==> src/keypad_code_lock_controller_assert.svh <==
// Assertion macros for the keypad code lock controller.
`ifndef KEYPAD_CODE_LOCK_CONTROLLER_ASSERT_SVH
`define KEYPAD_CODE_LOCK_CONTROLLER_ASSERT_SVH

`ifndef ASSERT_OFF
// Checked property, disabled while reset is asserted (active low reset).
`define KCLC_ASSERT(lbl, clk, rst_n, prop, msg) \
  lbl: assert property (@(posedge clk) disable iff (!rst_n) prop) else $error(msg);
// Checked property that also holds during reset.
`define KCLC_ASSERT_ALWAYS(lbl, clk, prop, msg) \
  lbl: assert property (@(posedge clk) prop) else $error(msg);
`else
`define KCLC_ASSERT(lbl, clk, rst_n, prop, msg)
`define KCLC_ASSERT_ALWAYS(lbl, clk, prop, msg)
`endif

`endif

==> src/kclc_pkg.sv <==
package kclc_pkg;

  localparam int unsigned CODE_LEN = 8;

  localparam int unsigned KEY_W      = 5;
  localparam int unsigned SYM_W      = 4;
  localparam int unsigned WRONG_W    = 3;
  localparam int unsigned TICKS_W    = 8;
  localparam int unsigned CFG_DATA_W = 8;
  localparam int unsigned CFG_IDX_W  = 1;
  localparam int unsigned COUNT_OUT_W = 4;

  localparam logic [WRONG_W-1:0] ERROR_LIMIT_RST   = 3'd3;
  localparam logic [TICKS_W-1:0] LOCKOUT_TICKS_RST = 8'd30;
  localparam logic [WRONG_W-1:0] WRONG_MAX         = 3'd7;

  localparam logic [CFG_IDX_W-1:0] CFG_ERROR_LIMIT   = 1'd0;
  localparam logic [CFG_IDX_W-1:0] CFG_LOCKOUT_TICKS = 1'd1;

  localparam logic CMD_KEY  = 1'b0;
  localparam logic CMD_TICK = 1'b1;

  localparam logic [KEY_W-1:0] KEY_NONE     = 5'd0;
  localparam logic [KEY_W-1:0] KEY_SYM_LAST = 5'd14;
  localparam logic [KEY_W-1:0] KEY_DEL      = 5'd15;
  localparam logic [KEY_W-1:0] KEY_OK       = 5'd16;

  typedef enum logic [1:0] {
    MODE_SET    = 2'd0,
    MODE_LOCKED = 2'd1,
    MODE_OPEN   = 2'd2
  } mode_e;

  typedef enum logic [3:0] {
    ST_NONE        = 4'd0,
    ST_SYMBOL      = 4'd1,
    ST_ERASED      = 4'd2,
    ST_CLEARED     = 4'd3,
    ST_STORED      = 4'd4,
    ST_INCOMPLETE  = 4'd5,
    ST_OPENED      = 4'd6,
    ST_WRONG       = 4'd7,
    ST_LOCKOUT     = 4'd8,
    ST_RELOCKED    = 4'd9,
    ST_CODE_ERASED = 4'd10,
    ST_IGNORED     = 4'd11
  } status_e;

  typedef enum logic [1:0] {
    MOTOR_NONE  = 2'd0,
    MOTOR_OPEN  = 2'd1,
    MOTOR_CLOSE = 2'd2
  } motor_e;

  // Scalar lock state (entry count travels separately, its width follows CodeLen)
  typedef struct packed {
    mode_e              mode;
    logic [WRONG_W-1:0] wrong;
    logic [TICKS_W-1:0] lockout;
  } ctl_t;

  // One result word
  typedef struct packed {
    mode_e                  mode;
    logic [COUNT_OUT_W-1:0] count;
    status_e                status;
    motor_e                 motor;
    logic [SYM_W-1:0]       symbol;
    logic                   locked_out;
  } res_t;

endpackage

==> src/kclc_step.sv <==
module kclc_step #(
  parameter int unsigned CodeLen = kclc_pkg::CODE_LEN,
  parameter int unsigned CntW    = $clog2(CodeLen + 1),
  parameter int unsigned IdxW    = (CodeLen > 1) ? $clog2(CodeLen) : 1
) (
  input  logic                           cmd_i,
  input  logic [kclc_pkg::KEY_W-1:0]     key_i,
  input  logic                           long_press_i,
  input  logic [kclc_pkg::WRONG_W-1:0]   error_limit_i,
  input  logic [kclc_pkg::TICKS_W-1:0]   lockout_ticks_i,
  input  kclc_pkg::ctl_t                 ctl_i,
  input  logic [CntW-1:0]                cnt_i,
  input  logic [kclc_pkg::SYM_W-1:0]     entry_i [CodeLen],
  input  logic [kclc_pkg::SYM_W-1:0]     code_i  [CodeLen],
  output kclc_pkg::ctl_t                 ctl_o,
  output logic [CntW-1:0]                cnt_o,
  output logic                           buf_we_o,
  output logic [IdxW-1:0]                buf_idx_o,
  output logic [kclc_pkg::SYM_W-1:0]     buf_data_o,
  output logic                           code_store_o,
  output kclc_pkg::res_t                 res_o
);

  localparam logic [CntW-1:0] FullCnt = CntW'(CodeLen);

  logic                          match;
  logic [kclc_pkg::WRONG_W-1:0]  wrong_inc;
  kclc_pkg::status_e             status;
  kclc_pkg::motor_e              motor;
  logic [kclc_pkg::SYM_W-1:0]    sym;

  always_comb begin
    match = 1'b1;
    for (int i = 0; i < CodeLen; i++) begin
      if (entry_i[i] != code_i[i]) match = 1'b0;
    end
  end

  // saturating error count
  assign wrong_inc = (ctl_i.wrong < kclc_pkg::WRONG_MAX) ? ctl_i.wrong + 1'b1 : ctl_i.wrong;

  always_comb begin
    ctl_o        = ctl_i;
    cnt_o        = cnt_i;
    buf_we_o     = 1'b0;
    buf_idx_o    = cnt_i[IdxW-1:0];
    buf_data_o   = kclc_pkg::SYM_W'(key_i - 1'b1);
    code_store_o = 1'b0;
    status       = kclc_pkg::ST_IGNORED;
    motor        = kclc_pkg::MOTOR_NONE;
    sym          = '0;

    if (cmd_i == kclc_pkg::CMD_TICK) begin
      if (ctl_i.lockout != '0) ctl_o.lockout = ctl_i.lockout - 1'b1;
      status = kclc_pkg::ST_NONE;
    end else if (ctl_i.lockout != '0 || key_i == kclc_pkg::KEY_NONE ||
                 key_i > kclc_pkg::KEY_OK) begin
      status = kclc_pkg::ST_IGNORED;
    end else if (ctl_i.mode == kclc_pkg::MODE_OPEN) begin
      if (key_i == kclc_pkg::KEY_DEL && long_press_i) begin
        ctl_o.mode  = kclc_pkg::MODE_LOCKED;
        ctl_o.wrong = '0;
        cnt_o       = '0;
        motor       = kclc_pkg::MOTOR_CLOSE;
        status      = kclc_pkg::ST_RELOCKED;
      end else if (key_i == kclc_pkg::KEY_OK && long_press_i) begin
        // stored code is dead from here on; a new one is stored before any compare
        ctl_o.mode = kclc_pkg::MODE_SET;
        cnt_o      = '0;
        motor      = kclc_pkg::MOTOR_CLOSE;
        status     = kclc_pkg::ST_CODE_ERASED;
      end
    end else if (key_i <= kclc_pkg::KEY_SYM_LAST) begin
      if (cnt_i < FullCnt) begin
        buf_we_o = 1'b1;
        cnt_o    = cnt_i + 1'b1;
        sym      = buf_data_o;
        status   = kclc_pkg::ST_SYMBOL;
      end
    end else if (key_i == kclc_pkg::KEY_DEL) begin
      if (cnt_i != '0) begin
        if (long_press_i) begin
          cnt_o  = '0;
          status = kclc_pkg::ST_CLEARED;
        end else begin
          cnt_o  = cnt_i - 1'b1;
          status = kclc_pkg::ST_ERASED;
        end
      end
    end else if (!long_press_i) begin
      if (ctl_i.mode == kclc_pkg::MODE_SET) begin
        if (cnt_i == FullCnt) begin
          code_store_o = 1'b1;
          ctl_o.mode   = kclc_pkg::MODE_LOCKED;
          ctl_o.wrong  = '0;
          cnt_o        = '0;
          status       = kclc_pkg::ST_STORED;
        end else begin
          status = kclc_pkg::ST_INCOMPLETE;
        end
      end else begin
        if (cnt_i < FullCnt) begin
          status = kclc_pkg::ST_INCOMPLETE;
        end else if (match) begin
          ctl_o.mode  = kclc_pkg::MODE_OPEN;
          ctl_o.wrong = '0;
          motor       = kclc_pkg::MOTOR_OPEN;
          status      = kclc_pkg::ST_OPENED;
        end else if (wrong_inc >= error_limit_i) begin
          ctl_o.lockout = lockout_ticks_i;
          ctl_o.wrong   = wrong_inc - 1'b1;
          status        = kclc_pkg::ST_LOCKOUT;
        end else begin
          ctl_o.wrong = wrong_inc;
          status      = kclc_pkg::ST_WRONG;
        end
        cnt_o = '0;
      end
    end
  end

  always_comb begin
    res_o.mode       = ctl_o.mode;
    res_o.count      = kclc_pkg::COUNT_OUT_W'(cnt_o);
    res_o.status     = status;
    res_o.motor      = motor;
    res_o.symbol     = sym;
    res_o.locked_out = (ctl_o.lockout != '0);
  end

endmodule

==> src/keypad_code_lock_controller.sv <==
// Keypad code lock controller.
// Input channel (in_valid_i / in_stall_o): one word per event, cmd_i = 0 for a key
// press (key_i 1..16, long_press_i) or cmd_i = 1 for a timer tick.
// Output channel (out_valid_o / out_stall_i): exactly one result word per input
// word, in order: mode, entered count, status, bolt motor command, symbol and the
// lockout flag, all as they stand after the event.
// Config port: cfg_we_i writes cfg_data_i to register cfg_idx_i (0 error limit,
// 1 lockout length in ticks); write only while no word is in flight.
// Path: an accepted word is registered in the input register, then processed into
// the result register, from which it is taken.
// Throughput: one word per cycle while the output is not stalled; the whole event
// is one pass of next-state logic between the input register and the result
// register, including the 8-symbol code compare.
// Stall: a stalled result holds; the input register still fills behind it, and
// in_stall_o rises only while both registers are full and the output is stalled.
// Reset: setting mode, empty entry, error count and lockout cleared, error limit
// 3, lockout 30 ticks; both channels empty.
`include "keypad_code_lock_controller_assert.svh"

module keypad_code_lock_controller #(
  parameter int unsigned CodeLen = kclc_pkg::CODE_LEN
) (
  input  logic                              clk_i,
  input  logic                              rst_ni,
  input  logic                              in_valid_i,
  output logic                              in_stall_o,
  input  logic                              cmd_i,
  input  logic [kclc_pkg::KEY_W-1:0]        key_i,
  input  logic                              long_press_i,
  output logic                              out_valid_o,
  input  logic                              out_stall_i,
  output logic [1:0]                        mode_o,
  output logic [kclc_pkg::COUNT_OUT_W-1:0]  entered_count_o,
  output logic [3:0]                        status_o,
  output logic [1:0]                        motor_cmd_o,
  output logic [kclc_pkg::SYM_W-1:0]        symbol_o,
  output logic                              locked_out_o,
  input  logic                              cfg_we_i,
  input  logic [kclc_pkg::CFG_IDX_W-1:0]    cfg_idx_i,
  input  logic [kclc_pkg::CFG_DATA_W-1:0]   cfg_data_i
);

  localparam int unsigned CntW = $clog2(CodeLen + 1);
  localparam int unsigned IdxW = (CodeLen > 1) ? $clog2(CodeLen) : 1;

  // config registers
  logic [kclc_pkg::WRONG_W-1:0] error_limit_q;
  logic [kclc_pkg::TICKS_W-1:0] lockout_ticks_q;

  // input register
  logic                         in_valid_q, in_valid_d;
  logic                         cmd_q;
  logic [kclc_pkg::KEY_W-1:0]   key_q;
  logic                         lp_q;
  logic                         in_accept;
  logic                         advance;

  // lock state
  kclc_pkg::ctl_t               ctl_q, ctl_d;
  logic [CntW-1:0]              cnt_q, cnt_d;
  logic [kclc_pkg::SYM_W-1:0]   entry_q [CodeLen];
  logic [kclc_pkg::SYM_W-1:0]   code_q  [CodeLen];

  logic                         buf_we;
  logic [IdxW-1:0]              buf_idx;
  logic [kclc_pkg::SYM_W-1:0]   buf_data;
  logic                         code_store;

  // result register
  logic                         out_valid_q, out_valid_d;
  kclc_pkg::res_t               res_d, res_q;

  // the event in the input register moves on whenever the result slot is free
  // or being emptied this cycle
  assign advance     = in_valid_q && (!out_valid_q || !out_stall_i);
  assign in_stall_o  = in_valid_q && !advance;
  assign in_accept   = in_valid_i && !in_stall_o;
  assign in_valid_d  = in_accept || (in_valid_q && !advance);
  assign out_valid_d = advance || (out_valid_q && out_stall_i);

  kclc_step #(
    .CodeLen (CodeLen),
    .CntW    (CntW),
    .IdxW    (IdxW)
  ) u_step (
    .cmd_i           (cmd_q),
    .key_i           (key_q),
    .long_press_i    (lp_q),
    .error_limit_i   (error_limit_q),
    .lockout_ticks_i (lockout_ticks_q),
    .ctl_i           (ctl_q),
    .cnt_i           (cnt_q),
    .entry_i         (entry_q),
    .code_i          (code_q),
    .ctl_o           (ctl_d),
    .cnt_o           (cnt_d),
    .buf_we_o        (buf_we),
    .buf_idx_o       (buf_idx),
    .buf_data_o      (buf_data),
    .code_store_o    (code_store),
    .res_o           (res_d)
  );

  always_ff @(posedge clk_i or negedge rst_ni) begin
    if (!rst_ni) begin
      error_limit_q   <= kclc_pkg::ERROR_LIMIT_RST;
      lockout_ticks_q <= kclc_pkg::LOCKOUT_TICKS_RST;
    end else if (cfg_we_i) begin
      case (cfg_idx_i)
        kclc_pkg::CFG_ERROR_LIMIT: begin
          error_limit_q <= cfg_data_i[kclc_pkg::WRONG_W-1:0];
        end
        kclc_pkg::CFG_LOCKOUT_TICKS: begin
          lockout_ticks_q <= cfg_data_i[kclc_pkg::TICKS_W-1:0];
        end
        default: begin
        end
      endcase
    end
  end

  // control state
  always_ff @(posedge clk_i or negedge rst_ni) begin
    if (!rst_ni) begin
      in_valid_q  <= 1'b0;
      out_valid_q <= 1'b0;
      ctl_q       <= '{mode: kclc_pkg::MODE_SET, wrong: '0, lockout: '0};
      cnt_q       <= '0;
    end else begin
      in_valid_q  <= in_valid_d;
      out_valid_q <= out_valid_d;
      if (advance) begin
        ctl_q <= ctl_d;
        cnt_q <= cnt_d;
      end
    end
  end

  // payload: input word, entry buffer, stored code, result word
  always_ff @(posedge clk_i) begin
    if (in_accept) begin
      cmd_q <= cmd_i;
      key_q <= key_i;
      lp_q  <= long_press_i;
    end
    if (advance) begin
      res_q <= res_d;
      if (buf_we) entry_q[buf_idx] <= buf_data;
      if (code_store) code_q <= entry_q;
    end
  end

  assign out_valid_o     = out_valid_q;
  assign mode_o          = res_q.mode;
  assign entered_count_o = res_q.count;
  assign status_o        = res_q.status;
  assign motor_cmd_o     = res_q.motor;
  assign symbol_o        = res_q.symbol;
  assign locked_out_o    = res_q.locked_out;

  // a held result always matches the state it was computed into
  `KCLC_ASSERT(a_lockout_flag, clk_i, rst_ni, out_valid_q |-> (res_q.locked_out == (ctl_q.lockout != '0)), "locked_out disagrees with lockout timer")
  // lockout is only ever entered from locked mode, and keys are dead during it
  `KCLC_ASSERT_ALWAYS(a_lockout_mode, clk_i, (ctl_q.lockout != '0) |-> (ctl_q.mode == kclc_pkg::MODE_LOCKED), "lockout outside locked mode")
  // opening always drives the bolt and lands in open mode
  `KCLC_ASSERT(a_open_motor, clk_i, rst_ni, (out_valid_q && res_q.status == kclc_pkg::ST_OPENED) |-> (res_q.motor == kclc_pkg::MOTOR_OPEN && res_q.mode == kclc_pkg::MODE_OPEN), "open without bolt command")
  // state moves only with a word going into the result register
  `KCLC_ASSERT(a_state_hold, clk_i, rst_ni, !advance |=> ($stable(ctl_q) && $stable(cnt_q)), "state changed without an event")

endmodule
==> config.mk <==
export PLATFORM = sky130hd
export DESIGN_NAME = keypad_code_lock_controller
export DESIGN_NICKNAME = d
export VERILOG_FILES = /design/src/kclc_pkg.sv /design/src/kclc_step.sv /design/src/keypad_code_lock_controller.sv
export VERILOG_INCLUDE_DIRS = /design/src /design/src/src
export SDC_FILE = /design/constraint.sdc
export NUM_CORES = 1
export LEC_CHECK = 0
export BUFFER_PORTS_ARGS = -buffer_cell sky130_fd_sc_hd__buf_2
export CAP_MARGIN = 40
export CORE_MARGIN = 2
export CORE_UTILIZATION = 52
export DETAILED_ROUTE_END_ITERATION = 8
export PLACE_DENSITY = 0.7
export SLEW_MARGIN = 20
export SYNTH_ARGS = -nofsm -noshare
export SYNTH_HDL_FRONTEND = slang
export SYNTH_SLANG_ARGS = --single-unit
==> constraint.sdc <==
create_clock -name clk_i -period 12.9 [get_ports clk_i]
set_clock_uncertainty 0.05 [all_clocks]
set_input_delay 2.58 -clock clk_i [delete_from_list [all_inputs] [get_ports clk_i]]
set_output_delay 2.58 -clock clk_i [all_outputs]
set_load 0.1 [all_outputs]
==> impl_metrics.json, run 1 <==
{
  "cp-end-kind": "output port",
  "die_y_um": 106.9,
  "critPathRequiredTime_ns": 10.27,
  "ys_async_sr_fraction_pct": 25.42,
  "multi_input_area_mm2": 0.002001,
  "synth-seq-cells": 118,
  "synthTopCellsByArea": "edfxtp_1, dfrtp_1, xor2_1",
  "synth_warnings": 0,
  "drt_drc_violations_left": 0,
  "clock_path_buffers": 2,
  "port_buffers": 39,
  "ctsHoldBuffers": 0,
  "grt_usage_pct": 21.22,
  "cpPeakStageDelay_ns": 0.41,
  "critical_path_class": "in2out",
  "fill_cells": 793,
  "crit_path_cell_trace": "buf_2 -> nand3_1 -> inv_1 -> buf_2",
  "routed_wl_um": 11030,
  "htreeDepth": 4,
  "cpMostUsedCell": "buf_2",
  "globalplace.congestion": 0.8770,
  "clock-root-buffer": "clkbuf_8",
  "critical_path.top_delay_family": "buffers and inverters",
  "max_slew_margin_pct": 53.26,
  "core_mm2": 0.01032,
  "grt_pass1_vias": 3624,
  "antenna_found_initial": 0,
  "tns_ns": 0,
  "status": "completed",
  "powerDensity_mw_per_mm2": 167.4,
  "first_pass_iters": 5,
  "yosys.area.top_type_share_pct": 47.97,
  "synth_ff_type": "edfxtp_1",
  "clkSlewWorstSetupHoldPaths_ns": 0.06,
  "antenna_cells": 0,
  "synthToLayoutAreaGrowth_pct": 16.31,
  "cp-start-kind": "primary input",
  "final_layout_size_suffix_gt1_share_pct": 21.46,
  "dp_slack_ns": 7.029,
  "drt-initial-drc-count": 364,
  "final_util_pct": 62.07,
  "clk_latency_ns": 0.52,
  "setup_slack_ns": 7.027,
  "cts_setup_buffers": 0,
  "finalMaxSlewViolations": 0,
  "synth_cell_types": 62,
  "final_nets": 530,
  "initial_utilization_pct": 53.36,
  "io_pins": 40,
  "period_minus_slack_ns": 5.873,
  "seqCellArea_mm2": 0.003401,
  "ir_drop_v": 0.0001125,
  "cts_sinks": 118,
  "route.vias.total": 3655,
  "yosysTopAreaCell": "edfxtp_1",
  "fmax_mhz": 170.3,
  "tightest_slew_ns": 0.7011,
  "drt.antenna.violating_nets": 0,
  "ys_seq_area_share_pct": 61.73,
  "static-leakage-power_nw": 2.384,
  "cp_max_fo": 3,
  "dieArea_mm2": 0.01143,
  "rsz0062_at_grt": "false",
  "finalCritPeriodShare_pct": 45.53,
  "grt_max_degree": 33,
  "netlist_area_mm2": 0.005509,
  "worstPathArrival_ns": 3.24,
  "wl_per_cell_um": 17.13,
  "rows": 37,
  "die_x_um": 106.9,
  "netlist_instances": 446,
  "synth-edff-count": 88,
  "cp_slowest_cell": "buf_2",
  "hold_class": "reg2reg",
  "cts_tree": "built",
  "dp_hpwl_um": 7559,
  "critPathBufInv": 3,
  "hold_viol_final": 0,
  "syn_avg_cell_area_um2": 12.35,
  "grt_overflow": 0,
  "synth_nets": 480,
  "numCtsBuffers": 17,
  "setup_viol": 0,
  "cap_violations": 0,
  "cts_resized": 0,
  "grt_pass1_wl_um": 18350,
  "via_per_inst": 5.675
}
==> placed cells by master (no fill, tap or decap), types with 3 or more instances in the layout <==
cell / synthesis / final
a211oi_1: 5 / 5
a21boi_0: 3 / 3
a21o_1: 5 / 5
a21oi_1: 21 / 21
a31oi_1: 3 / 3
buf_2: 1 / 39
clkbuf_16: 0 / 16
clkinv_2: 0 / 3
clkinv_4: 0 / 4
clkinvlp_4: 0 / 3
dfrtp_1: 24 / 24
dfstp_2: 6 / 6
edfxtp_1: 88 / 88
ha_1: 13 / 13
inv_1: 15 / 15
inv_6: 0 / 3
mux2_2: 13 / 13
nand2_1: 37 / 37
nand2b_1: 5 / 5
nand3_1: 8 / 8
nand3b_1: 3 / 3
nand4_1: 4 / 4
nor2_1: 28 / 28
nor2b_1: 9 / 9
nor3_1: 16 / 16
nor3b_1: 4 / 4
nor4_1: 12 / 11
o21a_1: 4 / 4
o21ai_0: 23 / 23
o21ai_1: 3 / 3
o2bb2ai_1: 3 / 3
o31ai_1: 3 / 3
xor2_1: 36 / 36
==> per-layer routing <==
| metal | vias to the layer above | wire length, µm | GRT usage [%] |
|---|---|---|---|
| met5 | - | 0 | 0 |
| met4 | 0 | 180 | 8.256 |
| met3 | 19 | 649 | 5.653 |
| met2 | 137 | 4902 | 30.30 |
| met1 | 1740 | 5298 | 31.08 |
| li1 | 1759 | - | - |
==> power by group <==
group	total (mW)	internal, mW	switching [mW]
clock	0.431	0.255	0.176
sequential	0.467	0.437	0.0294
combinational	0.175	0.0602	0.115
total	1.07	0.753	0.320
==> cell usage after synthesis (2+ instances only) <==
cell type,instances
o41ai_1,2
and3_1,2
a211oi_1,5
nor2b_1,9
o21ai_2,2
nand3b_1,3
nor4_1,12
nor2_1,28
nand2b_1,5
clkbuf_1,10
a21o_1,5
nor3_1,16
a21oi_1,21
nor3b_1,4
a21boi_0,3
mux2_2,13
or2_2,2
and2_1,2
o22ai_1,2
o21ai_0,23
o21ai_1,3
xor2_1,36
a31oi_1,3
nand2_1,37
o31ai_1,3
or3_1,2
nand4_1,4
dfrtp_1,24
dfstp_2,6
o2bb2ai_1,3
nand3_1,8
mux2i_1,2
o21a_1,4
edfxtp_1,88
inv_1,15
ha_1,13
==> flip-flops by register name, indices dropped and copies added, names as in the netlist <==
signal,cells
cmd_q,1
cnt_q,4
code_q,32
ctl_q,13
entered_count_o,4
entry_q,32
error_limit_q,3
in_valid_q,1
key_q,5
locked_out_o,1
lockout_ticks_q,8
lp_q,1
mode_o,2
motor_cmd_o,2
out_valid_o,1
status_o,4
symbol_o,4
==> stage by stage <==
stage	total power [mW]	hold slack (ns)	area [µm²]	cells
2_1_floorplan	0.6046	0.3973	5509	446
3_3_place_gp	0.6414	0.4074	5834	610
3_5_place_dp	0.6453	0.4117	5849	611
4_1_cts	1.078	0.4272	6392	642
5_1_grt	1.122	0.4361	6407	644
6_report	1.073	0.4227	6407	644
==> area by class of cell <==
type	count	area share [%]
flip-flops and latches	118	53.08
well taps	136	2.656
clock buffers	17	6.464
multi-input cells	300	31.22
inverters	16	0.9373
clock inverters	14	2.011
repair buffers	43	3.632
==> worst paths after layout <==
kind	start	slack [ns]	depth (start not counted)	end
max	out_stall_i	7.03	4	in_stall_o
min	entry_q[15]	0.42	0	code_q[15]
max reg2reg	ctl_q[0]	9.43	9	entry_q[30]
min reg2reg	entry_q[15]	0.42	0	code_q[15]
max in group asynchronous	rst_ni	10.28	1	ctl_q[5]
min in group asynchronous	rst_ni	2.06	1	error_limit_q[2]
==> cells by family after synthesis <==
family / Yosys count / synth area share, %
AND/OR/NAND/NOR: 147 / 14.24
flip-flops: 118 / 61.73
AO/OA/AOI/OAI: 88 / 10.11
XOR/XNOR: 37 / 5.882
buffers and inverters: 28 / 2.067
multiplexers: 15 / 3.021
adder cells (fa/ha/maj): 13 / 2.953
(Power assumes the default switching activity.)
==> inputs of run 2 (changes only) <==
clock period = 5.65 ns   (was 12.9 ns; I/O delays follow)
==> run 2 against run 1 <==
  * Critical path type is now reg2reg
  * Global-route usage is 0.26 points higher
  * Highest routed layer unchanged
  * Non-clock buffer count is the same
  * Register-to-register slack got worse by 7.1 ns
  * Critical path depth is 5 higher
  * Clock power increased by 140%
  * Die area unchanged
==> impl_metrics.json, run 2 (synthesis gave the netlist of run 1 again) <==
{
  "status": "completed",
  "io_pins": 40,
  "grt_overflow": 0,
  "first_pass_iters": 5,
  "rows": 37,
  "core_mm2": 0.01032,
  "drt-initial-drc-count": 346,
  "dieArea_mm2": 0.01143,
  "stdcell_count": 645,
  "timing.hold.ws_ns": 0.4166,
  "final_layout_size_suffix_gt1_share_pct": 21.22,
  "cts_tree": "built",
  "initial_utilization_pct": 53.36,
  "antenna_found_initial": 0,
  "static-leakage-power_nw": 2.394,
  "layout_commonest_cell": "edfxtp_1",
  "fill_cells": 803,
  "route.vias.total": 3707,
  "tightest_slew_ns": 0.7040,
  "setup_slack_ns": 2.283,
  "cts_setup_buffers": 0,
  "final_area_mm2": 0.006420,
  "worstPathArrival_ns": 3.46,
  "die_x_um": 106.9,
  "cp_max_fo": 8,
  "fmax_mhz": 297.0,
  "grt_pass1_vias": 3534,
  "hold_viol_final": 0,
  "place_area_mm2": 0.005842,
  "synthToLayoutAreaGrowth_pct": 16.53,
  "numCtsBuffers": 17,
  "cap_violations": 0,
  "cts_resized": 0,
  "cp-start-kind": "flip-flop",
  "finalMaxSlewViolations": 0,
  "htreeDepth": 4,
  "final_util_pct": 62.19,
  "powerDensity_mw_per_mm2": 387.9,
  "grt_pass1_wl_um": 18540,
  "drt.antenna.violating_nets": 0,
  "max_slew_margin_pct": 52.95,
  "place_inst": 611,
  "dp_slack_ns": 2.360,
  "clk_latency_ns": 0.51,
  "cp-end-kind": "flip-flop",
  "final_nets": 530,
  "tns_ns": 0,
  "grt_max_degree": 33,
  "grt_usage_pct": 21.47,
  "final_cell_mix": "edfxtp_1, buf_2, nand2_1",
  "cts_sinks": 118,
  "clock_path_buffers": 2,
  "die_y_um": 106.9,
  "period_minus_slack_ns": 3.367,
  "ctsHoldBuffers": 0,
  "wl_per_cell_um": 17.42,
  "clkSlewWorstSetupHoldPaths_ns": 0.06,
  "drt_drc_violations_left": 0,
  "dp_hpwl_um": 7782,
  "critPathRequiredTime_ns": 5.75,
  "p_total_mw": 2.490,
  "routed_wl_um": 11240,
  "finalCritPeriodShare_pct": 59.60,
  "critical_path_class": "reg2reg",
  "port_buffers": 39,
  "globalplace.congestion": 0.8851,
  "clock-root-buffer": "clkbuf_8",
  "rsz0062_at_grt": "false",
  "setup_viol": 0,
  "ir_drop_v": 0.0003182,
  "hold_class": "reg2reg",
  "top_regs": "code_q: 32 flops, entry_q: 32 flops, ctl_q: 13 flops",
  "via_per_inst": 5.747,
  "antenna_cells": 0
}
run 2: changes by cell type in the layout (fill, tap and decap cells not counted), sizes merged:
cell,previous run,this run
buf,41,42
bufinv,1,2
clkinv,8,7
clkinvlp,3,2
inv,18,19
run 2: path summary, 6_finish.rpt:
kind                       depth (start not counted)  slack [ns]               end  startpoint
max                                                9        2.28       entry_q[27]    ctl_q[0]
min                                                0        0.42         code_q[5]  entry_q[5]
max reg2reg                                        9        2.28       entry_q[27]    ctl_q[0]
min reg2reg                                        0        0.42         code_q[5]  entry_q[5]
max in group asynchronous                          1        4.48          ctl_q[1]      rst_ni
min in group asynchronous                          1        0.61  error_limit_q[2]      rst_ni
run 2: cell type report:
cell class                 instances  area (µm²)  area share (%)
sequential                       118        3401           52.97
timing repair buffer              43       220.2           3.430
inverter                          16       60.06          0.9355
clock buffer                      18       417.9           6.509
tap                              136       170.2           2.651
clock inverter                    14       150.1           2.339
multi-input combinational        300        2001           31.16
run 2: critical path, stage by stage, from the launching register on:
cell and delay [ns]:
dfrtp_1 0.39, inv_1 0.14, ha_1 0.16, nor3b_1 0.40, nand4_1 0.18, nor2_1 0.48, nand3_1 0.33, nor2_1 0.22
nand2_1 0.15, nor3_1 0.50
run 2: routing by layer:
layer / global-route usage (%) / wire length [µm] / up-vias
li1: - / - / 1752
met1: 32.09 / 5365 / 1781
met2: 30.85 / 4918 / 154
met3: 5.289 / 748 / 20
met4: 7.236 / 204 / 0
met5: 0 / 0 / -
run 2: power by group:
group / switching [mW] / internal (mW)
registers: 0.0685 / 0.998
clock network: 0.387 / 0.630
logic: 0.270 / 0.136
total: 0.726 / 1.76
